<file path="src/rtl/pcwd_queue.sv">
module pcwd_queue #(
   parameter int WIDTH = 32,
   parameter int DEPTH = 8
) (
   input  logic             clock,
   input  logic             reset,
   input  logic             push,
   input  logic [WIDTH-1:0] wdata,
   input  logic             pop,
   output logic [WIDTH-1:0] rdata,
   output logic             empty
);

   localparam int IDX_W = $clog2(DEPTH);
   localparam int PTR_W = IDX_W + 1;

   logic [WIDTH-1:0] slot_ff [DEPTH];
   logic [PTR_W-1:0] wr_ptr_ff, wr_ptr_in;
   logic [PTR_W-1:0] rd_ptr_ff, rd_ptr_in;

   always_comb begin
      wr_ptr_in = push ? wr_ptr_ff + 1'b1 : wr_ptr_ff;
      rd_ptr_in = pop  ? rd_ptr_ff + 1'b1 : rd_ptr_ff;
   end

   always_ff @(posedge clock) begin
      if (reset) begin
         wr_ptr_ff <= '0;
         rd_ptr_ff <= '0;
      end else begin
         wr_ptr_ff <= wr_ptr_in;
         rd_ptr_ff <= rd_ptr_in;
      end
   end

   always_ff @(posedge clock) begin
      if (push) begin
         slot_ff[wr_ptr_ff[IDX_W-1:0]] <= wdata;
      end
   end

   assign rdata = slot_ff[rd_ptr_ff[IDX_W-1:0]];
   assign empty = (wr_ptr_ff == rd_ptr_ff);

`ifndef NO_ASSERTIONS
   // The credit counters upstream must keep the queue from ever overflowing.
   a_no_overflow: assert property (@(posedge clock) disable iff (reset)
      push |-> ((wr_ptr_ff - rd_ptr_ff) != PTR_W'(DEPTH)))
      else $error("queue written while full");

   a_no_underflow: assert property (@(posedge clock) disable iff (reset)
      pop |-> !empty)
      else $error("queue read while empty");
`endif

endmodule

</file>
<file path="config.mk">
export PLATFORM = sky130hd
export DESIGN_NAME = pcwd_queue
export DESIGN_NICKNAME = d
export VERILOG_FILES = /design/src/rtl/pcwd_queue.sv
export SDC_FILE = /design/constraint.sdc
export NUM_CORES = 1
export LEC_CHECK = 0
export CAP_MARGIN = 20
export CELL_PAD_IN_SITES_DETAIL_PLACEMENT = 0
export CELL_PAD_IN_SITES_GLOBAL_PLACEMENT = 2
export CORE_ASPECT_RATIO = 1.5
export CORE_UTILIZATION = 46
export CTS_CLUSTER_SIZE = 14
export DETAILED_ROUTE_END_ITERATION = 10
export DONT_BUFFER_PORTS = 1
export MAX_ROUTING_LAYER = met4
export PLACE_DENSITY_LB_ADDON = 0.1
export SETUP_SLACK_MARGIN = 0.1
export SKIP_CTS_REPAIR_TIMING = 1
export SYNTH_ARGS = -nofsm -noshare
export SYNTH_HDL_FRONTEND = slang
export SYNTH_SLANG_ARGS = --single-unit
</file>
<file path="constraint.sdc">
create_clock -name clock -period 3.8 [get_ports clock]
set_clock_uncertainty 0.2 [all_clocks]
set_input_delay 0.76 -clock clock [delete_from_list [all_inputs] [get_ports clock]]
set_output_delay 0.76 -clock clock [all_outputs]
set_load 0.02 [all_outputs]
</file>
==> run_results.csv <==
group,metric,value,unit
status,status,"finished, final reports clean",
yosys,syn_inst,425,
clocking,cts_num_sinks,267,
setup_path,rrSetupSlack,1.42,ns
yosys,postSynthAreaPerCell,24.1,sq um
die,die_area,0.0229,sq mm
placed_design,place_ws,0.920,ns
yosys,synth-compound-area-share,0.0977,%
yosys,synth_nets,463,
global_routing,grt.total_usage,17.9,%
setup_path,critPathCaptureType,"output port",
global_routing,grt_overflow,0,
run,maxCapViolCount,0,
cells_and_area,drive_above_1_share,25.4,%
yosys,synth_area_leaders,"edfxtp_1 75%, mux4_1 10%, mux4_2 5.3%",
detailed_routing,first_pass_iters,4,
power_and_ir_drop,vdd_drop_max,0.000380,V
yosys,synth_mux_area_share,19.2,%
global_routing,grt_max_degree,37,
hold_path,min_from,"reset",
yosys,yosysSeqAreaShare,77.2,%
yosys,synth_adder_area_share,0.244,%
die,coreArea,0.0218,sq mm
placed_design,port_buffers,0,
detailed_routing,wirelength,19000,um
detailed_routing,drc,0,
power_and_ir_drop,p_clk_share,36.9,%
die,start_util,47.0,%
sta,tns,0,ns
setup_path,rr_worst_depth,3,
power_and_ir_drop,leakagePower,3.59,nW
power_and_ir_drop,p_comb_share,7.1,%
setup_path,path_max_fanout,24,
yosys,synth.cell_area,0.0102,sq mm
sta,hold_viol_final,0,
sta,post-route-period-util,88.3,%
yosys,yosysTopAreaCellShare,75.0,%
cells_and_area,syn2layout_area_growth,11.3,%
clocking,cts-root-buf,"clkbuf_16",
die,num_io_pins,69,
sta,clock.fmax,0.298,GHz
hold_path,hold_path.class,"in2reg",
cells_and_area,nets,487,
die,die_h,185,um
die,chipWidth,124,um
placed_design,dp_cells,694,
sta,setup_slack,0.443,ns
sta,relSlewSlack,50.0,%
power_and_ir_drop,switchingPower,0.00128,W
detailed_routing,via_per_inst,5.69,
sta,worst_pin_slew,0.749,ns
cells_and_area,layout.cells.non_filler,737,
sta,maxSlewViolCount,0,
clocking,clkTransAtPathRegs,0.06,ns
placed_design,gp_congestion,0.678,
cells_and_area,antenna-diode-count,0,
detailed_routing,wire_per_inst,25.8,um
power_and_ir_drop,swShare,21.4,%
power_and_ir_drop,power_density,523,mW/mm^2
setup_path,critical_path_class,"reg2out",
sta,setup_violations,0,
setup_path,setup.worst_path.start_class,"flip-flop",
global_routing,grt_pass1_vias,4591,
detailed_routing,ant_nets,0,
yosys,ys_warn_count,0,
placed_design,dpl.hpwl,10300,um
setup_path,reg2reg_from,"wr_ptr_ff[0]",
clocking,htree_levels,1,
cells_and_area,finalCoreUtilization,52.3,%
clocking,cts_tree,"done",
power_and_ir_drop,power.internal,0.00469,W
yosys,ys_seq_elements,267,
detailed_routing,drt_first_iter_violations,386,
yosys,yosys.area_share.simple,1.12,%
clocking,cts_buffers,25,
sta,whs,0.107,ns
global_routing,grt_pass1_wl,28300,um
cells_and_area,fill_cells,1712,
sta,fin_crit,3.36,ns
yosys,synth_xor_area_share,0.769,%
setup_path,worstPathRequired,2.84,ns
yosys,yosysUniqueCellTypes,22,
setup_path,critPathArrivalTime,2.40,ns
clocking,insertion_delay,0.51,ns
yosys,synth_top_cell_by_area,"edfxtp_1",
setup_path,reg2reg_to,"slot_ff[5][19]",
sta,rsz0062_at_grt,"false",
power_and_ir_drop,seq_power_share,56.0,%
detailed_routing,vias,4197,
yosys,synth_top_family_by_area,"multiplexers",
clocking,clockBufferDepth,3,
die,rows,66,
hold_path,whs_path_depth,1,
global_routing,antenna_found_initial,0,
==> flip-flops by register name, summed over array words and instances (netlist names), named ones only <==
signal,count
wr_ptr_ff,4
rd_ptr_ff,4
slot_ff,256
==> per-stage QoR <==
step	total power [W]	cell area, sq um
CTS	0.00604	11400
global placement	0.00383	10700
detailed placement	0.00384	10700
floorplan	0.00374	10300
global route	0.00618	11400
finish	0.00597	11400
==> cells in the final DEF (no fill, tap or decap), types with 2 or more instances in the layout <==
master	synthesis	final
mux4_2	24	24
mux4_1	40	40
clkbuf_1	6	5
clkinv_2	0	7
dfxtp_2	0	2
xor2_1	7	7
dfxtp_1	11	8
edfxtp_1	256	256
clkinv_1	0	5
mux2i_1	2	2
ha_1	2	2
nor3_4	0	2
buf_4	0	15
clkbuf_16	0	25
nor2_4	0	6
nand2b_1	3	3
xnor2_1	2	2
mux2_2	32	32
buf_12	0	3
nor2_1	14	8
nand2_1	4	4
==> area by class of cell <==
| class | count | area [sq um] | share of cell area (%) |
|---|---|---|---|
| Sequential cell | 267 | 7910 | 69.4 |
| Tap cell | 272 | 340 | 2.99 |
| Clock buffer | 30 | 644 | 5.65 |
| Timing Repair Buffer | 18 | 173 | 1.51 |
| Multi-Input combinational cell | 137 | 2270 | 19.9 |
| Clock inverter | 13 | 61.3 | 0.538 |
==> cell usage after synthesis <==
| cell type | number |
|---|---|
| a21oi_1 | 1 |
| buf_1 | 2 |
| buf_2 | 6 |
| buf_6 | 7 |
| clkbuf_1 | 6 |
| dfxtp_1 | 11 |
| edfxtp_1 | 256 |
| ha_1 | 2 |
| mux2_2 | 32 |
| mux2i_1 | 2 |
| mux4_1 | 40 |
| mux4_2 | 24 |
| nand2_1 | 4 |
| nand2b_1 | 3 |
| nand4_1 | 1 |
| nor2_1 | 14 |
| nor3_1 | 2 |
| nor4_1 | 1 |
| o21ai_0 | 1 |
| or3_1 | 1 |
| xnor2_1 | 2 |
| xor2_1 | 7 |
==> worst max-delay path, stage by stage, from the launching register on <==
cell	delay, ns
dfxtp_4	0.65
buf_12	0.28
mux4_1	0.57
mux2_2	0.35
==> power groups by stage <==
stage	combinational [W]	sequential (W)	clock, W
2_1_floorplan	0.000358	0.00338	0
3_3_place_gp	0.000430	0.00340	0
3_5_place_dp	0.000433	0.00341	0
4_1_cts	0.000435	0.00334	0.00226
5_1_grt	0.000451	0.00335	0.00238
6_report	0.000422	0.00334	0.00220
==> cell families after synthesis <==
family	Yosys count
flops	267
mux	98
simple gates	26
buf+inv	21
xor+xnor	9
compound gates	2
fa+ha+maj	2
==> routing by layer <==
layer / share of wire, % / wire length (um) / vias to the layer above / GRT usage [%]
met5: 0 / 0 / - / -
met4: 1.8 / 339 / 0 / 4.92
met3: 5.5 / 1050 / 24 / 3.73
met2: 52 / 9880 / 88 / 29.7
met1: 41 / 7760 / 2223 / 22.3
li1: - / - / 1862 / -
==> worst max-delay path by stage <==
stage              start             to  slack [ns]  cells after the start
5_1_grt        flip-flop      rdata[15]        0.31                      3
2_1_floorplan       push  slot_ff[7][0]        0.91                      2
4_1_cts        flip-flop      rdata[15]        0.36                      3
6_report       flip-flop      rdata[15]        0.44                      3
3_5_place_dp   flip-flop      rdata[15]        0.92                      3
3_3_place_gp   flip-flop      rdata[15]        0.94                      3
No activity file was read; power rests on OpenSTA's default activity.
