$ cat src/rtl/pcwd_pkg.sv
package pcwd_pkg;

   // Width of every field on the request, response and control ports.
   localparam int XW        = 32;
   localparam int MODE_W    = 4;
   localparam int CSR_DW    = 2 * XW;
   localparam int CSR_AW    = 3;

   // Queue depths: the front queue, and the response queue behind the back end.
   localparam int MID_DEPTH = 8;
   localparam int OUT_DEPTH = 8;

   // Bit positions in the mode register.
   localparam int MODE_LIMIT = 0;
   localparam int MODE_DAMP  = 1;
   localparam int MODE_WRAP  = 2;
   localparam int MODE_DEAD  = 3;

   typedef enum logic [CSR_AW-1:0] {
      CSR_KP        = 3'd0,
      CSR_KI_DT     = 3'd1,
      CSR_KD_PER_DT = 3'd2,
      CSR_MODE      = 3'd3,
      CSR_LIMITS    = 3'd4,
      CSR_DAMP      = 3'd5,
      CSR_WRAP      = 3'd6,
      CSR_DEAD      = 3'd7
   } csr_index_type;

   typedef struct packed {
      logic signed [XW-1:0] kp;
      logic signed [XW-1:0] ki_dt;
      logic signed [XW-1:0] kd_per_dt;
      logic [MODE_W-1:0]    mode;
      logic signed [XW-1:0] lim_lo;
      logic signed [XW-1:0] lim_hi;
      logic signed [XW-1:0] damp_lo;
      logic signed [XW-1:0] damp_hi;
      logic signed [XW-1:0] wrap_lo;
      logic signed [XW-1:0] wrap_hi;
      logic signed [XW-1:0] dead_lo;
      logic signed [XW-1:0] dead_hi;
   } cfg_type;

endpackage

$ cat src/rtl/pcwd_front.sv
module pcwd_front #(
   parameter int DATA_WIDTH = 32,
   parameter int ACC_WIDTH  = 48
) (
   input  logic                               clock,
   input  logic                               reset,
   input  pcwd_pkg::cfg_type                  cfg,
   input  logic                               req_push,
   output logic                               req_full,
   input  logic signed [pcwd_pkg::XW-1:0]     req_setpoint,
   input  logic signed [pcwd_pkg::XW-1:0]     req_measured,
   output logic                               mid_push,
   output logic signed [DATA_WIDTH-1:0]       mid_err,
   output logic signed [ACC_WIDTH-1:0]        mid_integ,
   output logic signed [DATA_WIDTH:0]         mid_diff,
   input  logic                               mid_pop
);

   localparam int XW    = pcwd_pkg::XW;
   localparam int DW    = DATA_WIDTH;
   localparam int AW    = ACC_WIDTH;
   localparam int EW    = XW + 2;
   localparam int SW    = (DW > EW) ? DW : EW;
   localparam int CW    = (DW > XW) ? DW : XW;
   localparam int IW    = ((AW > DW) ? AW : DW) + 1;
   localparam int CNT_W = $clog2(pcwd_pkg::MID_DEPTH + 1);

   localparam logic signed [SW-1:0] E_MAX = {{(SW-DW+1){1'b0}}, {(DW-1){1'b1}}};
   localparam logic signed [SW-1:0] E_MIN = ~E_MAX;
   localparam logic signed [IW-1:0] A_MAX = {{(IW-AW+1){1'b0}}, {(AW-1){1'b1}}};
   localparam logic signed [IW-1:0] A_MIN = ~A_MAX;

   // Requests accepted and not yet taken from the front queue by the back end.
   logic [CNT_W-1:0] credit_ff, credit_in;
   logic             accept;

   logic             s1_valid_ff;
   logic [XW:0]      s1_err_ff, s1_err_in;
   logic             s2_valid_ff;
   logic signed [DW-1:0] s2_err_ff, s2_err_in;

   logic signed [AW-1:0] integ_ff, integ_in;
   logic signed [DW-1:0] prev_ff, prev_in;

   // Rollover stage.
   logic [XW:0]          mag;
   logic signed [XW:0]   span;
   logic                 wrap_hit;
   logic                 err_pos;
   logic [EW-1:0]        err_ext, rhi_ext, err_wrap, err_sel;
   logic signed [SW-1:0] err_wide;

   // Integral stage.
   logic signed [CW-1:0] err_cw, dlo_cw, dhi_cw;
   logic                 damp_hit;
   logic signed [DW-1:0] err_c;
   logic signed [AW-1:0] integ_base;
   logic signed [IW-1:0] integ_sum;
   logic signed [AW-1:0] integ_sat;

   assign req_full = (credit_ff == CNT_W'(pcwd_pkg::MID_DEPTH));
   assign accept   = req_push & ~req_full;

   always_comb begin
      unique case ({accept, mid_pop})
         2'b10:   credit_in = credit_ff + 1'b1;
         2'b01:   credit_in = credit_ff - 1'b1;
         default: credit_in = credit_ff;
      endcase
   end

   assign s1_err_in = {req_setpoint[XW-1], req_setpoint} - {req_measured[XW-1], req_measured};

   always_comb begin
      mag      = s1_err_ff[XW] ? (~s1_err_ff + 1'b1) : s1_err_ff;
      span     = {cfg.wrap_hi[XW-1], cfg.wrap_hi} - {cfg.wrap_lo[XW-1], cfg.wrap_lo};
      // A negative span is below any doubled magnitude.
      wrap_hit = span[XW] | ({mag, 1'b0} > {1'b0, span});
      err_pos  = ~s1_err_ff[XW] & (|s1_err_ff);
      err_ext  = {s1_err_ff[XW], s1_err_ff};
      rhi_ext  = {{2{cfg.wrap_hi[XW-1]}}, cfg.wrap_hi};
      err_wrap = err_pos ? err_ext - rhi_ext : err_ext + rhi_ext;
      err_sel  = (cfg.mode[pcwd_pkg::MODE_WRAP] && wrap_hit) ? err_wrap : err_ext;
      err_wide = SW'($signed(err_sel));
      priority if (err_wide > E_MAX) begin
         s2_err_in = E_MAX[DW-1:0];
      end else if (err_wide < E_MIN) begin
         s2_err_in = E_MIN[DW-1:0];
      end else begin
         s2_err_in = err_wide[DW-1:0];
      end
   end

   always_comb begin
      err_cw     = CW'(s2_err_ff);
      dlo_cw     = CW'(cfg.damp_lo);
      dhi_cw     = CW'(cfg.damp_hi);
      damp_hit   = cfg.mode[pcwd_pkg::MODE_DAMP] && (err_cw < dhi_cw) && (err_cw > dlo_cw);
      err_c      = damp_hit ? '0 : s2_err_ff;
      integ_base = damp_hit ? (integ_ff >>> 1) : integ_ff;
      integ_sum  = IW'(integ_base) + IW'(err_c);
      priority if (integ_sum > A_MAX) begin
         integ_sat = A_MAX[AW-1:0];
      end else if (integ_sum < A_MIN) begin
         integ_sat = A_MIN[AW-1:0];
      end else begin
         integ_sat = integ_sum[AW-1:0];
      end
      integ_in = s2_valid_ff ? integ_sat : integ_ff;
      prev_in  = s2_valid_ff ? err_c : prev_ff;
   end

   always_ff @(posedge clock) begin
      if (reset) begin
         credit_ff   <= '0;
         s1_valid_ff <= 1'b0;
         s2_valid_ff <= 1'b0;
         integ_ff    <= '0;
         prev_ff     <= '0;
      end else begin
         credit_ff   <= credit_in;
         s1_valid_ff <= accept;
         s2_valid_ff <= s1_valid_ff;
         integ_ff    <= integ_in;
         prev_ff     <= prev_in;
      end
   end

   always_ff @(posedge clock) begin
      s1_err_ff <= s1_err_in;
      s2_err_ff <= s2_err_in;
   end

   assign mid_push  = s2_valid_ff;
   assign mid_err   = err_c;
   assign mid_integ = integ_sat;
   assign mid_diff  = (DW+1)'(err_c) - (DW+1)'(prev_ff);

`ifndef NO_ASSERTIONS
   // A request inside the pipeline must still hold its credit.
   a_front_credit: assert property (@(posedge clock) disable iff (reset)
      (s1_valid_ff || s2_valid_ff) |-> (credit_ff != '0))
      else $error("front pipeline holds a request without credit");
`endif

endmodule

$ cat config.mk
export PLATFORM = sky130hd
export DESIGN_NAME = pcwd_front
export DESIGN_NICKNAME = d
export VERILOG_FILES = /design/src/rtl/pcwd_pkg.sv /design/src/rtl/pcwd_front.sv
export SDC_FILE = /design/constraint.sdc
export NUM_CORES = 1
export LEC_CHECK = 0
export ABC_AREA = 1
export BUFFER_PORTS_ARGS = -buffer_cell sky130_fd_sc_hd__buf_4
export CAP_MARGIN = 30
export CORE_AREA = 2 2 211 213
export CTS_BUF_LIST = sky130_fd_sc_hd__clkbuf_2 sky130_fd_sc_hd__clkbuf_4 sky130_fd_sc_hd__clkbuf_8
export CTS_CLUSTER_SIZE = 40
export DETAILED_ROUTE_END_ITERATION = 16
export DIE_AREA = 0 0 213 215
export PLACE_DENSITY = 0.73
export SYNTH_ARGS = -nofsm -noshare
export SYNTH_HDL_FRONTEND = slang
export SYNTH_SLANG_ARGS = --single-unit
export TNS_END_PERCENT = 1
$ cat constraint.sdc
create_clock -name clock -period 17.9 [get_ports clock]
set_input_delay 3.58 -clock clock [delete_from_list [all_inputs] [get_ports clock]]
set_output_delay 3.58 -clock clock [all_outputs]
set_load 0.005 [all_outputs]
==> impl_metrics.json <==
{
  "outcome": "completed",
  "grt_max_degree": 95,
  "maxCapViolCount": 0,
  "hpwl_um": 57960,
  "yosysSeqAreaShare": 0.1451,
  "drt_iter0_drc": 1702,
  "cts_tree": "done",
  "cp.required_ns": 14.32,
  "ys_ff_latch": 151,
  "vias": 22690,
  "total_power_uw": 4013,
  "seq_area_um2": 3027,
  "cp_max_fo": 94,
  "met1_length_um": 30930,
  "min_path_type": "reg -> reg",
  "multi_input_area_um2": 15390,
  "initial_utilization": 0.4772,
  "maxSlewViolCount": 0,
  "synthCells": 3398,
  "cts_sinks": 151,
  "clkTransAtPathRegs_ns": 0.10,
  "critPathLaunchType": "input pin",
  "p_int_uw": 1792,
  "cts-buffers-inserted": 17,
  "die_width_um": 213,
  "root_buffer": "clkbuf_8",
  "htreeDepth": 4,
  "wire_per_inst_um": 16.26,
  "powerDensity_nw_per_um2": 166.9,
  "fillers": 4539,
  "drt_wl_total_um": 69380,
  "first_global_vias": 21480,
  "critPathMostFrequentCell": "nand2_1",
  "p_comb_frac": 0.799,
  "max_slew.worst_pin.slew_ns": 0.9316,
  "syn_area_um2": 20830,
  "rows": 77,
  "postRouteAntennaNets": 0,
  "routabilityCongestion": 0.9806,
  "cts-resized-gates": 0,
  "grt_pass1_wl_um": 109500,
  "synthArstFlopShare": 0,
  "worst_ep_arrival_time_ns": 9.68,
  "clockBufferDepth": 2,
  "post-route-util": 0.5510,
  "tns_ns": 0,
  "pin_count": 539,
  "crit_slowest_cell": "nand2_1",
  "slowest_delay_ns": 0.65,
  "endpoint_kind": "output port",
  "die_h_um": 215,
  "synth_area_leaders": "ha_1 17%, dfxtp_1 15%, nand2_1 13%",
  "portBuffers": 312,
  "fin_crit_sh": 0.7408,
  "slew-limit-headroom": 0.3767,
  "routed_via_density": 5.317,
  "fin_nets": 4370,
  "rsz0062_at_grt": "false",
  "post_cts_buffers": 0,
  "grtUsageTotal": 0.3008,
  "fp.dieArea_um2": 45800,
  "yosys_warnings": 0,
  "wl_met3_um": 4135,
  "layout-drive-gt1-share": 0.1197,
  "grt_antenna_before_repair": 0,
  "p_seq_frac": 0.128,
  "max_freq_mhz": 75.42,
  "synth_nets": 4105,
  "grt.overflow.total": 0,
  "top_layer": "met4",
  "synth-edff-count": 0,
  "crit_type": "in -> out",
  "areaGrowthSynthToFinish_pct": 15.45,
  "yosys.area.top_type_share": 0.1664,
  "drc_errors": 0,
  "synth_cell_types": 55,
  "firstDrtPassIters": 7,
  "peakVddDrop_mv": 0.1342,
  "finalHoldViolCount": 0,
  "switching_power_uw": 2221,
  "fin_skew_ns": 0.02533,
  "synth.avg_cell_area_um2": 6.129,
  "clockPowerShare": 0.073,
  "fp.coreArea_um2": 43640,
  "setup_viol": 0,
  "yosysTopAreaCell": "ha_1",
  "antenna_cells": 0,
  "synth-main-ff-cell": "dfxtp_1",
  "leakagePower_uw": 0.01215,
  "min_period_ns": 13.26,
  "wl_met2_um": 32000,
  "p_sw_frac": 0.5535,
  "ctsHoldBuffers": 0,
  "insertion_delay_ns": 0.54
}
[cell type report]
cell class / instances / share of cell area
clock buffers: 17 / 0.009730
clock inverters: 15 / 0.008169
inverters: 546 / 0.08523
multi-input cells: 2626 / 0.6400
flip-flops and latches: 151 / 0.1259
well taps: 592 / 0.03080
repair buffers: 321 / 0.1002
[synth_stat cells, types with 4 or more instances]
library cell / count
o21ai_0: 293
ha_1: 277
o21bai_1: 9
o21ai_1: 4
a21boi_0: 5
nand3_1: 151
clkbuf_1: 39
fa_1: 6
nor4_1: 18
a21oi_1: 369
nor2_1: 295
nand4_1: 37
buf_1: 4
nand3b_1: 9
inv_1: 541
nand2_1: 721
nor3_1: 47
buf_6: 8
xnor2_1: 86
buf_2: 19
or2_2: 13
buf_4: 4
xor2_1: 118
nand2_2: 46
o211ai_1: 11
o31ai_1: 7
inv_2: 5
o221ai_1: 15
o21a_1: 20
a21o_1: 12
a31oi_1: 17
dfxtp_1: 151
[path summary, 6_finish.rpt]
kind / from / endpoint / slack, ns / cells past startpoint
worst max-delay path: cfg[187] / mid_integ[16] / 4.64 / 30
worst min-delay path: s1_valid_ff$_SDFF_PP0_ / mid_push$_SDFF_PP0_ / 0.48 / 2
worst max register to register: err_cw[31]$_SDFF_PN0_ / integ_ff[16]$_SDFFE_PP0P_ / 11.39 / 29
worst min register to register: s1_valid_ff$_SDFF_PP0_ / mid_push$_SDFF_PP0_ / 0.48 / 2
[flip-flops by register name, summed over array words and instances, names as in the netlist]
| register | cells |
|---|---|
| credit_ff | 4 |
| err_cw | 32 |
| integ_ff | 48 |
| s1_err_ff | 33 |
| s1_valid_ff | 1 |
| mid_push | 1 |
| prev_ff | 32 |
[cell usage in the layout (no fill, tap or decap), drive strengths merged, types with 6 or more instances in the layout]
cell and instances:
clkbuf 17, nand2 771, nor4 18, o21ai 300, a21oi 369, nor2 300
nand3b 10, inv 552, or2 16, xnor2 86, o221ai 15, dfxtp 151
o21bai 10, xor2 118, clkinv 9, ha 277, fa 6, a21o 12
nand4 37, o211ai 11, buf 321, nand3 154, o21a 20, a31oi 17
nor3 49, a21boi 9, o31ai 7
[metrics by stage]
stage	hold slack [ns]	cells	cell area [µm²]	setup slack [ns]
floorplan	0.3883	3398	20830	7.069
global placement	0.4470	4236	23620	4.795
detailed placement	0.4456	4236	23620	4.748
CTS	0.4756	4268	24050	4.711
global route	0.5164	4268	24050	4.054
finish	0.4802	4268	24050	4.640
[worst max-delay path: cells and delay by family]
family | cells | cell delay, ns
simple gates | 13 | 2.17
compound gates | 8 | 1.52
fa+ha+maj | 3 | 0.73
buf+inv | 6 | 1.60
[routing by layer]
layer | up-vias | global-route usage
met5 | - | 0
met4 | 0 | 0.1119
met3 | 114 | 0.03639
met2 | 733 | 0.5114
met1 | 10150 | 0.3869
li1 | 11700 | -
[kinds of logic after synthesis]
kind of cell | count (synthesis) | synth area share
XOR/XNOR | 204 | 0.08579
flip-flops | 151 | 0.1451
AO/OA/AOI/OAI | 778 | 0.2016
buffers and inverters | 621 | 0.1167
AND/OR/NAND/NOR | 1361 | 0.2786
adder cells (fa/ha/maj) | 283 | 0.1722
[power groups by stage]
stage / logic [µW] / clock network [µW] / registers [µW]
3_3_place_gp: 3150 / 0 / 518
3_5_place_dp: 3170 / 0 / 517
5_1_grt: 3580 / 311 / 518
6_report: 3210 / 293 / 512
4_1_cts: 3180 / 298 / 510
2_1_floorplan: 2030 / 0 / 463
Power figures use the tool's default switching activity.
